**src/hw/rtl/positional_circular_list_defines.svh**
```systemverilog
// ----------------------------------------------------------------------------
// positional_circular_list_defines
// Assertion macros shared by the list block; empty when SYNTHESIS is set.
// ----------------------------------------------------------------------------
`ifndef POSITIONAL_CIRCULAR_LIST_DEFINES_SVH
`define POSITIONAL_CIRCULAR_LIST_DEFINES_SVH

`ifndef SYNTHESIS
// same-cycle implication, checked out of reset
`define PCL_ASSERT_IMP(lbl, ante, cons, msg) \
  lbl: assert property (@(posedge clk) disable iff (!rst_n) (ante) |-> (cons)) \
    else $error(msg);
// next-cycle implication, checked out of reset
`define PCL_ASSERT_NXT(lbl, ante, cons, msg) \
  lbl: assert property (@(posedge clk) disable iff (!rst_n) (ante) |=> (cons)) \
    else $error(msg);
`else
`define PCL_ASSERT_IMP(lbl, ante, cons, msg)
`define PCL_ASSERT_NXT(lbl, ante, cons, msg)
`endif

`endif

```
**src/hw/rtl/pcl_pkg.sv**
```systemverilog
// ----------------------------------------------------------------------------
// pcl_pkg
// Sizes, operation and status codes and the cell control bundle of the list.
// ----------------------------------------------------------------------------
package pcl_pkg;

  localparam int CAPACITY = 16;
  localparam int CNT_W    = $clog2(CAPACITY + 1);
  localparam int IDX_W    = $clog2(CAPACITY);
  localparam int VAL_W    = 32;
  localparam int POS_W    = 5;
  localparam int KIND_W   = 3;
  localparam int STAT_W   = 2;
  localparam int ECNT_W   = 5;
  localparam int CMP_W    = ((CNT_W > POS_W) ? CNT_W : POS_W) + 1;

  typedef enum logic [KIND_W-1:0] {
    K_INS_HEAD = 3'd0,
    K_INS_END  = 3'd1,
    K_DEL_HEAD = 3'd2,
    K_DEL_END  = 3'd3,
    K_INS_POS  = 3'd4,
    K_DEL_POS  = 3'd5
  } kind_t;

  typedef enum logic [STAT_W-1:0] {
    ST_OK    = 2'd0,
    ST_EMPTY = 2'd1,
    ST_FULL  = 2'd2,
    ST_RANGE = 2'd3
  } status_t;

  typedef struct packed {
    logic             ins;
    logic             del;
    logic [IDX_W-1:0] idx;
    logic [VAL_W-1:0] value;
  } cell_ctl_t;

endpackage

```
**src/hw/rtl/pcl_cell.sv**
```systemverilog
// ----------------------------------------------------------------------------
// pcl_cell
// One list slot: holds an entry, shifts right on insert, left on delete.
// ----------------------------------------------------------------------------
module pcl_cell (
  input  logic                       clk,
  input  pcl_pkg::cell_ctl_t         ctl,
  input  logic [pcl_pkg::IDX_W-1:0]  my_idx,
  input  logic [pcl_pkg::VAL_W-1:0]  left_data,
  input  logic [pcl_pkg::VAL_W-1:0]  right_data,
  input  logic [pcl_pkg::VAL_W-1:0]  acc_in,
  output logic [pcl_pkg::VAL_W-1:0]  data_out,
  output logic [pcl_pkg::VAL_W-1:0]  acc_out
);
  import pcl_pkg::*;

  logic [VAL_W-1:0] data_r;
  logic [VAL_W-1:0] data_nxt;

  always_comb begin
    data_nxt = data_r;
    if (ctl.ins) begin
      if (my_idx == ctl.idx) begin
        data_nxt = ctl.value;
      end else if (my_idx > ctl.idx) begin
        data_nxt = left_data;
      end
    end else if (ctl.del) begin
      if (my_idx >= ctl.idx) begin
        data_nxt = right_data;
      end
    end
  end

  always_ff @(posedge clk) begin
    data_r <= data_nxt;
  end

  // removed entry travels along the chain as an or-accumulation
  assign acc_out  = acc_in | ((ctl.del && (my_idx == ctl.idx)) ? data_r : '0);
  assign data_out = data_r;

endmodule

```
**src/hw/rtl/pcl_ctrl.sv**
```systemverilog
// ----------------------------------------------------------------------------
// pcl_ctrl
// Entry counter and operation decode: status, target slot, cell commands.
// ----------------------------------------------------------------------------
module pcl_ctrl (
  input  logic                        clk,
  input  logic                        rst_n,
  input  logic                        fire,
  input  logic [pcl_pkg::KIND_W-1:0]  kind,
  input  logic [pcl_pkg::VAL_W-1:0]   value,
  input  logic [pcl_pkg::POS_W-1:0]   position,
  output pcl_pkg::cell_ctl_t          ctl,
  output pcl_pkg::status_t            status,
  output logic [pcl_pkg::CNT_W-1:0]   count_nxt,
  output logic [pcl_pkg::CNT_W-1:0]   count_q
);
  import pcl_pkg::*;

  logic [CNT_W-1:0] count_r;
  logic [CMP_W-1:0] n_w;
  logic [CMP_W-1:0] pos_w;
  logic             full;
  logic             empty;
  logic             ins_ok;
  logic             del_ok;
  logic [IDX_W-1:0] idx;

  assign n_w   = CMP_W'(count_r);
  assign pos_w = CMP_W'(position);
  assign full  = (count_r == CNT_W'(CAPACITY));
  assign empty = (count_r == '0);

  always_comb begin
    status = ST_OK;
    ins_ok = 1'b0;
    del_ok = 1'b0;
    idx    = '0;
    case (kind)
      K_INS_HEAD: begin
        if (full) status = ST_FULL;
        else ins_ok = 1'b1;
      end
      K_INS_END: begin
        if (full) begin
          status = ST_FULL;
        end else begin
          ins_ok = 1'b1;
          idx    = IDX_W'(count_r);
        end
      end
      K_INS_POS: begin
        if (full) begin
          status = ST_FULL;
        end else if ((pos_w == '0) || (pos_w > n_w + CMP_W'(1))) begin
          status = ST_RANGE;
        end else begin
          ins_ok = 1'b1;
          idx    = IDX_W'(pos_w - CMP_W'(1));
        end
      end
      K_DEL_HEAD: begin
        if (empty) status = ST_EMPTY;
        else del_ok = 1'b1;
      end
      K_DEL_END: begin
        if (empty) begin
          status = ST_EMPTY;
        end else begin
          del_ok = 1'b1;
          idx    = IDX_W'(n_w - CMP_W'(1));
        end
      end
      K_DEL_POS: begin
        if (empty) begin
          status = ST_EMPTY;
        end else if ((pos_w == '0) || (pos_w > n_w)) begin
          status = ST_RANGE;
        end else begin
          del_ok = 1'b1;
          idx    = IDX_W'(pos_w - CMP_W'(1));
        end
      end
      default: begin
        // undefined kinds leave the list alone
        status = ST_OK;
      end
    endcase
  end

  always_comb begin
    count_nxt = count_r;
    if (ins_ok) count_nxt = count_r + CNT_W'(1);
    else if (del_ok) count_nxt = count_r - CNT_W'(1);
  end

  always_ff @(posedge clk) begin
    if (!rst_n) begin
      count_r <= '0;
    end else if (fire) begin
      count_r <= count_nxt;
    end
  end

  assign ctl.ins   = fire && ins_ok;
  assign ctl.del   = fire && del_ok;
  assign ctl.idx   = idx;
  assign ctl.value = value;
  assign count_q   = count_r;

endmodule

```
**src/hw/rtl/positional_circular_list.sv**
```systemverilog
// ----------------------------------------------------------------------------
// positional_circular_list
// Bounded ordered list of signed 32-bit entries with head, end and
// positional insert and delete.
// ----------------------------------------------------------------------------
// Usage: each input beat carries one operation (kind on in_tuser, value and
// 1-based position on in_tdata). Each accepted beat yields exactly one
// output beat with the status on out_tuser, the removed value and the entry
// count after the step on out_tdata.
// out_tvalid rises in the cycle after input acceptance. Throughput is one
// beat per cycle while the receiver takes results: the whole operation is done
// by a row of CAPACITY cells, each shifting its entry from a neighbor, while the
// removed entry is gathered along the same row.
// The output register frees as it is taken, so a new beat is accepted in
// the cycle the pending result leaves. When the receiver stalls, in_tready
// drops and the held result stays unchanged.
// Reset empties the list (entry count zero) and clears out_tvalid; the cell
// contents are not cleared and are never read before they are written.
// ----------------------------------------------------------------------------
module positional_circular_list (
  input  logic        clk,
  input  logic        rst_n,
  input  logic        in_tvalid,
  output logic        in_tready,
  input  logic [39:0] in_tdata,   // [31:0] value, [36:32] position, [39:37] zero
  input  logic [2:0]  in_tuser,   // [2:0] kind
  output logic        out_tvalid,
  input  logic        out_tready,
  output logic [39:0] out_tdata,  // [31:0] removed_value, [36:32] entry_count
  output logic [1:0]  out_tuser   // [1:0] status
);
  import pcl_pkg::*;

  `include "positional_circular_list_defines.svh"

  logic               fire;
  cell_ctl_t          ctl;
  status_t            status;
  logic [CNT_W-1:0]   count_nxt;
  logic [CNT_W-1:0]   count_q;
  logic [VAL_W-1:0]   cell_data [CAPACITY];
  logic [VAL_W-1:0]   cell_acc  [CAPACITY];

  logic               out_valid_r;
  logic               out_valid_nxt;
  status_t            out_status_r;
  logic [VAL_W-1:0]   out_removed_r;
  logic [ECNT_W-1:0]  out_count_r;

  assign in_tready = !out_valid_r || out_tready;
  assign fire      = in_tvalid && in_tready;

  pcl_ctrl u_ctrl (
    .clk       (clk),
    .rst_n     (rst_n),
    .fire      (fire),
    .kind      (in_tuser[KIND_W-1:0]),
    .value     (in_tdata[VAL_W-1:0]),
    .position  (in_tdata[VAL_W+POS_W-1:VAL_W]),
    .ctl       (ctl),
    .status    (status),
    .count_nxt (count_nxt),
    .count_q   (count_q)
  );

  for (genvar i = 0; i < CAPACITY; i++) begin : g_cell
    pcl_cell u_cell (
      .clk        (clk),
      .ctl        (ctl),
      .my_idx     (IDX_W'(i)),
      .left_data  ((i == 0) ? ctl.value : cell_data[(i == 0) ? 0 : i-1]),
      .right_data ((i == CAPACITY-1) ? cell_data[i]
                                     : cell_data[(i == CAPACITY-1) ? i : i+1]),
      .acc_in     ((i == 0) ? '0 : cell_acc[(i == 0) ? 0 : i-1]),
      .data_out   (cell_data[i]),
      .acc_out    (cell_acc[i])
    );
  end

  always_comb begin
    out_valid_nxt = out_valid_r;
    if (fire) out_valid_nxt = 1'b1;
    else if (out_tready) out_valid_nxt = 1'b0;
  end

  always_ff @(posedge clk) begin
    if (!rst_n) begin
      out_valid_r <= 1'b0;
    end else begin
      out_valid_r <= out_valid_nxt;
    end
  end

  always_ff @(posedge clk) begin
    if (fire) begin
      out_status_r  <= status;
      out_removed_r <= cell_acc[CAPACITY-1];
      out_count_r   <= ECNT_W'(count_nxt);
    end
  end

  assign out_tvalid = out_valid_r;
  assign out_tuser  = out_status_r;
  assign out_tdata  = {3'b000, out_count_r, out_removed_r};

  `PCL_ASSERT_IMP(a_count_bound, 1'b1, count_q <= CNT_W'(CAPACITY),
                  "entry count above capacity")
  `PCL_ASSERT_NXT(a_ins_grows, ctl.ins, count_q == $past(count_q) + CNT_W'(1),
                  "insert did not grow the list by one")
  `PCL_ASSERT_IMP(a_full_only_at_cap, fire && (status == ST_FULL),
                  count_q == CNT_W'(CAPACITY), "full reported below capacity")
  `PCL_ASSERT_IMP(a_removed_zero, out_valid_r && (out_status_r != ST_OK),
                  out_removed_r == '0, "removed value set on a failed step")

endmodule

```
**config.mk**
```make
export PLATFORM = sky130hd
export DESIGN_NAME = positional_circular_list
export DESIGN_NICKNAME = d
export VERILOG_FILES = /design/src/hw/rtl/pcl_pkg.sv /design/src/hw/rtl/pcl_cell.sv /design/src/hw/rtl/pcl_ctrl.sv /design/src/hw/rtl/positional_circular_list.sv
export VERILOG_INCLUDE_DIRS = /design/src /design/src/hw/rtl
export SDC_FILE = /design/constraint.sdc
export NUM_CORES = 1
export LEC_CHECK = 0
export BUFFER_PORTS_ARGS = -buffer_cell sky130_fd_sc_hd__buf_2
export CORE_MARGIN = 2
export CORE_UTILIZATION = 55
export CTS_CLUSTER_SIZE = 24
export DETAILED_ROUTE_END_ITERATION = 8
export HOLD_SLACK_MARGIN = 0.05
export PLACE_DENSITY = 0.78
export SETUP_SLACK_MARGIN = 0.5
export SLEW_MARGIN = 25
export SYNTH_ARGS = -nofsm -noshare
export SYNTH_HDL_FRONTEND = slang
export SYNTH_SLANG_ARGS = --single-unit
```
**constraint.sdc**
```tcl
create_clock -name clk -period 9.65 [get_ports clk]
set_clock_uncertainty 0.05 [all_clocks]
set_input_delay 0 -clock clk [delete_from_list [all_inputs] [get_ports clk]]
set_output_delay 0 -clock clk [all_outputs]
set_load 0.02 [all_outputs]
```
# After elaboration in Yosys (flattened, before gate mapping)
# Index checks and enable logic that the tools add are counted.
[totals] ff_bits=557 out_inout_bits=44 word_cells=292
[classes] n_addsub=5 magnitude_cmp=33 eq_ne=36 n_mux=119 bitwise_logic=15 n_reduce_logical=63
[ops] cell="$mux W32" count=93
[ops] cell="$or A32 B32 Y32" count=15
[ops] cell="$ne A3 B1 Y1 const B" count=15
[ops] cell="$reduce_and A3 Y1" count=15
[ops] cell="$reduce_bool A2 Y1" count=18
[ops] cell="$eq A4 B4 Y1 const A" count=8
[ops] cell="$gt A4 B4 Y1 const A" count=8
[ops] cell="$ge A4 B4 Y1 const A" count=7
[ops] cell="$mux W4" count=6
[ops] cell="$logic_and A1 B1 Y1" count=19
[ops] cell="$eq A3 B4 Y1 const A" count=4
[ops] cell="$ge A3 B4 Y1 const A" count=4
[ops] cell="$gt A3 B4 Y1 const A" count=4
[ops] cell="$pmux W4 S4" count=1
[ops] cell="$mux W2" count=5
[ops] cell="$mux W5" count=2
[ops] cell="$mux W1" count=9
[ops] cell="$eq A2 B4 Y1 const A" count=2
[ops] cell="$ge A1 B4 Y1 const A" count=2
[ops] cell="$ge A2 B4 Y1 const A" count=2
[ops] cell="$gt A1 B4 Y1 const A" count=2
[ops] cell="$gt A2 B4 Y1 const A" count=2
[ops] cell="$pmux W2 S4" count=1
[ops] cell="$sub A4 B1 Y4 const B" count=2
[ops] cell="19 further kinds" count=25

# Longest topological paths before layout
[depth] ltp_word=24 ltp_mapped=18 ltp_nobuf=14

# Hierarchy
# From an unflattened synthesis, not the netlist that was laid out.
[hier_totals] hier_cells=3244 hier_area_um2=34961.0
[by_module_without_submodules] module="pcl_cell" n_inst=16 cells_per_inst=189 area_per_inst_um2=2026.9 seq_area_each_um2=960.9
[by_module_without_submodules] module="pcl_ctrl" n_inst=1 cells_per_inst=171 area_per_inst_um2=1271.2 seq_area_each_um2=100.1
[by_module_without_submodules] module="positional_circular_list" n_inst=1 cells_per_inst=49 area_per_inst_um2=1258.7 seq_area_each_um2=1191.1

# Worst setup path before layout
# Ideal clock, no wire load.
[synth_timing] kind="register to register" start="reg u_ctrl.count_r[0], in the netlist u_ctrl.count_q[0]" end="reg g_cell[5].u_cell.data_r[0], enable pin" setup_time_ps=392 t_arrival_ps=6258 t_required_ps=9208 setup_slack_ps=2950 stages_incl_launch_ff=18 path_cell_list="dfxtp_1 > buf_2 > inv_1 > ha_1 > inv_1 > ha_1 > nor2b_1 > o21bai_1 > a31oi_1 > o31ai_1 > and2_1 > clkbuf_1 > nand2_1 > buf_2 > clkinv_1 > nor2_1 > a211oi_1 > and2_1"
[synth_via] elab_chain_len=9 word_cells_on_any_way=32 cone_classes="2 x add/sub; 4 x order compare; 3 x eq/ne; 15 x mux; 8 x reduce/logical"
[synth_rtl] item="start: declaration" line_no="pcl_ctrl.sv:19" text="logic [CNT_W-1:0] count_r;"
[synth_rtl] item="start signal: assignment" line_no="pcl_ctrl.sv:100" text="count_r <= count_nxt;"
[synth_rtl] item="$add A5 B1 Y6" line_no="pcl_ctrl.sv:54" text="end else if ((pos_w == '0) || (pos_w > n_w + CMP_W'(1))) begin"
[synth_rtl] item="$gt A5 B6 Y1" line_no="pcl_ctrl.sv:54"
[synth_rtl] item="$logic_or A1 B1 Y1" line_no="pcl_ctrl.sv:54"
[synth_rtl] item="$mux W4 / $mux W1 (equally long branches)" line_no="pcl_ctrl.sv:54"
[synth_rtl] item="$mux W4 / $mux W1 (equally long branches)" line_no="pcl_ctrl.sv:52" text="if (full) begin"
[synth_rtl] item="$pmux W4 S4 / $pmux W1 S2 (equally long branches)" line_no="pcl_ctrl.sv:38" text="case (kind)"
[synth_rtl] item="$gt A3 B4 Y1, or another cell as far along" line_no="pcl_cell.sv:25" text="end else if (my_idx > ctl.idx) begin"
[synth_rtl] item="$ne A3 B1 Y1 (no source line) / $reduce_bool A2 Y1 (equally long branches)"
[synth_rtl] item="$reduce_and A3 Y1 (no source line) *"
[synth_rtl] item="end signal: assignment" line_no="pcl_cell.sv:36" text="data_r <= data_nxt;"
[synth_rtl] item="end: declaration" line_no="pcl_cell.sv:17" text="logic [VAL_W-1:0] data_r;"
# Mark *: on every way between the ends. The rest lies on a longest branch, timed or not.
# A chain may end at the register's enable or synchronous reset.

# Worst setup path in the final report
[layout_timing] start="reg u_ctrl.count_r[0], in the netlist u_ctrl.count_q[0]" end="reg g_cell[5].u_cell.data_r[31], enable pin"
# Same word-level chain as after synthesis.

==> flow_summary.yaml <==
status:
  status: "finished, final reports clean"
critical_path:
  r2r_slack_ns: 3.09
  crit_buf_inv: 3
  r2r_cells: 14
  startpoint_type: "flip-flop"
  worst-setup-path-type: "flip-flop to flip-flop"
  path_cells: "ha_1, nand3_1, xnor2_1, ha_1, nand3_1, o21bai_1, a31oi_1, buf_4, o221a_2, buf_4, nor2_1, nand3_4, and2_2, buf_4"
  r2r-start: "u_ctrl.count_q[0]$_SDFFE_PN0P_"
  max_stage_delay_ns: 0.83
  critPathSlowestCell: "nand3_4"
  crit_family: "simple AND/OR/NAND/NOR gates"
  endpoint_kind: "flip-flop"
  path_common_cell: "buf_4"
  cp.required_ns: 9.88
  cp_max_fo: 33
  r2r_end: "g_cell[5].u_cell.data_out[31]$_DFFE_PP_"
  worstPathArrival_ns: 6.79
synthesis:
  synth_area_leaders: "edfxtp_1, mux2i_1, nand2_1"
  seq_area_frac_synth: 0.530
  yosys.area.top_type: "edfxtp_1"
  synth-main-ff-cell: "edfxtp_1"
  syn_avg_cell_area_um2: 10.7
  synth_edf_count: 551
  ys_seq_elements: 557
  yosysMostFrequentCell: "nand2_1"
  synth_common_cells: "nand2_1, edfxtp_1, mux2i_1"
  synth.distinct_cells: 80
  async_reset_ff_frac: 0
  synth_top_area_share: 0.527
  netlist_instances: 2943
  syn_area_um2: 31400
  yosysWarnings: 0
route:
  num_vias: 25600
  drt-initial-drc-count: 4194
  wl_per_cell_um: 28.2
  drcViolationCount: 0
  finalWirelength_um: 106000
  viasPerCell: 6.85
  ant_nets: 0
  firstDrtPassIters: 7
clocking:
  cts_tree: "done"
  cts_buffers: 57
  clk_pin_slew_ns: 0.06
  postCtsSetupBuffers: 0
  cts.sinks: 557
  htree_levels: 2
  clock_path_buffers: 3
  insertion_delay_ns: 0.64
  cts_root_buf: "clkbuf_16"
power:
  comb_power_share: 0.127
  p_switching_mw: 1.66
  ir_drop_uv: 138
  p_int_mw: 4.41
  powerDensity_nw_per_um2: 175
  finalPower_mw: 6.07
  swShare: 0.273
  power_frac_seq: 0.497
  power_leakage_nw: 13.9
  clock_power_share: 0.376
finish:
  seqCellArea_um2: 16700
  fillers: 4456
  multiInputGateArea_um2: 13900
  drive_gt1_frac: 0.108
  finalNonFillerCells: 3741
  final_nets: 2996
  area_growth_syn_to_layout_pct: 10.7
  final_area_um2: 34800
place:
  placed_cells: 3590
  gp_congestion: 0.885
  port_buffers: 84
  place_ws_ns: 3.36
  hpwl_um: 58400
  dpl_cell_area_um2: 32500
timing:
  drv_slew: 0
  fin_ws_ns: 3.09
  max_freq_ghz: 0.152
  period_needed_ns: 6.56
  worstMarginPinSlew_ns: 1.12
  hold_viol_final: 0
  period_share: 0.680
  setup_viol_count_final: 0
  rsz0062_at_grt: "false"
  slew_headroom: 0.249
  setup_tns_ns: 0
grt:
  grt_max_degree: 307
  grt_usage: 0.347
  grt_pass1_wl_um: 154000
  gr-total-overflow: 0
  antenna_found_initial: 3
  grt_pass1_vias: 24100
floorplan:
  die_x_um: 243
  die_y_um: 243
  core_um2: 56400
  initial_utilization: 0.557
  num_rows: 87
  die_area_um2: 59100
  pin_count: 91
worst_hold_path:
  min_from: "rst_n"
  holdPathEnd: "u_ctrl.count_q[0]$_SDFFE_PN0P_"
  hold_depth: 3
  worst_hold_path_type: "input pin to flip-flop"
flow_run:
  maxCapViolCount: 0
## cells in the final DEF (no fill, tap or decap), types with 41 or more instances in the layout
cell type      count
mux2i_1          497
edfxtp_1         551
buf_4             52
a22oi_1           61
dlygate4sd3_1     42
buf_2             84
clkbuf_16         58
a21oi_1           42
o21ai_0          449
nand2_1          617
nor2_1            41
## worst max path at each step
stage | startpoint | endpoint | depth (start not counted)
after global routing | u_ctrl.count_q[0]$_SDFFE_PN0P_ | g_cell[5].u_cell.data_out[31]$_DFFE_PP_ | 14
after global placement | u_ctrl.count_q[0]$_SDFFE_PN0P_ | g_cell[5].u_cell.data_out[31]$_DFFE_PP_ | 14
after floorplan | u_ctrl.count_q[0]$_SDFFE_PN0P_ | g_cell[5].u_cell.data_out[0]$_DFFE_PP_ | 17
final | u_ctrl.count_q[0]$_SDFFE_PN0P_ | g_cell[5].u_cell.data_out[31]$_DFFE_PP_ | 14
after CTS | u_ctrl.count_q[0]$_SDFFE_PN0P_ | g_cell[5].u_cell.data_out[31]$_DFFE_PP_ | 14
after detailed placement | u_ctrl.count_q[0]$_SDFFE_PN0P_ | g_cell[5].u_cell.data_out[26]$_DFFE_PP_ | 14
## repair_timing
| item | CTS | global route |
|---|---|---|
| setup endpoints to repair | 0 | 0 |
| hold buffers | 42 | 0 |
| hold endpoints to repair | 520 | 0 |
| gates resized for setup | 0 | 0 |
## state kept, by name, indices dropped and copies added, names as in the netlist
signal / cells
out_tvalid: 1
u_ctrl.count_q: 5
out_tuser: 2
g_cell.u_cell.data_out: 512
out_removed_r: 32
out_count_r: 5
## worst min-delay path, cell delays in order
cell and delay [ns]:
dlygate4sd3_1 0.52, buf_2 0.17, and2_1 0.13
## routing by layer
metal,vias up,share of wire,GRT usage
li1,11000,-,-
met1,12100,0.35,0.455
met2,2025,0.43,0.521
met3,500,0.15,0.0972
met4,2,0.068,0.195
met5,-,0.00012,0
## power by group through the flow
| stage | sequential [mW] | combinational, mW | clock (mW) |
|---|---|---|---|
| 2_1_floorplan | 3.03 | 0.466 | 0 |
| 3_3_place_gp | 3.05 | 0.696 | 0 |
| 3_5_place_dp | 3.06 | 0.726 | 0 |
| 4_1_cts | 3.01 | 0.745 | 2.28 |
| 5_1_grt | 3.03 | 0.820 | 2.36 |
| 6_report | 3.02 | 0.771 | 2.28 |
## cells by family (layout without fill, tap and decap cells)
kind of cell	Yosys count	after routing	share of synthesized area
AO/OA/AOI/OAI	748	748	0.145
adder cells (fa/ha/maj)	13	13	0.00518
buffers and inverters	272	310	0.0380
flip-flops	557	557	0.530
XOR/XNOR	10	10	0.00279
multiplexers	529	529	0.170
other	1	5	0.000119
AND/OR/NAND/NOR	813	813	0.109
## cell type report
| cell class | instances | share of cell area |
|---|---|---|
| Timing Repair Buffer | 184 | 0.0384 |
| Clock buffer | 65 | 0.0425 |
| Clock inverter | 41 | 0.0112 |
| Multi-Input combinational cell | 2116 | 0.399 |
| Antenna cell | 2 | 0.000144 |
| Tap cell | 756 | 0.0272 |
| Sequential cell | 557 | 0.479 |
| Inverter | 20 | 0.00223 |
## per-stage QoR
step	utilization	hold slack (ns)
after floorplan	-	0.0717
after global placement	0.575	0.209
after detailed placement	0.576	0.217
after CTS	0.616	0.157
after global routing	0.617	0.186
final	0.617	0.167
No activity file was read; power rests on OpenSTA's default activity.
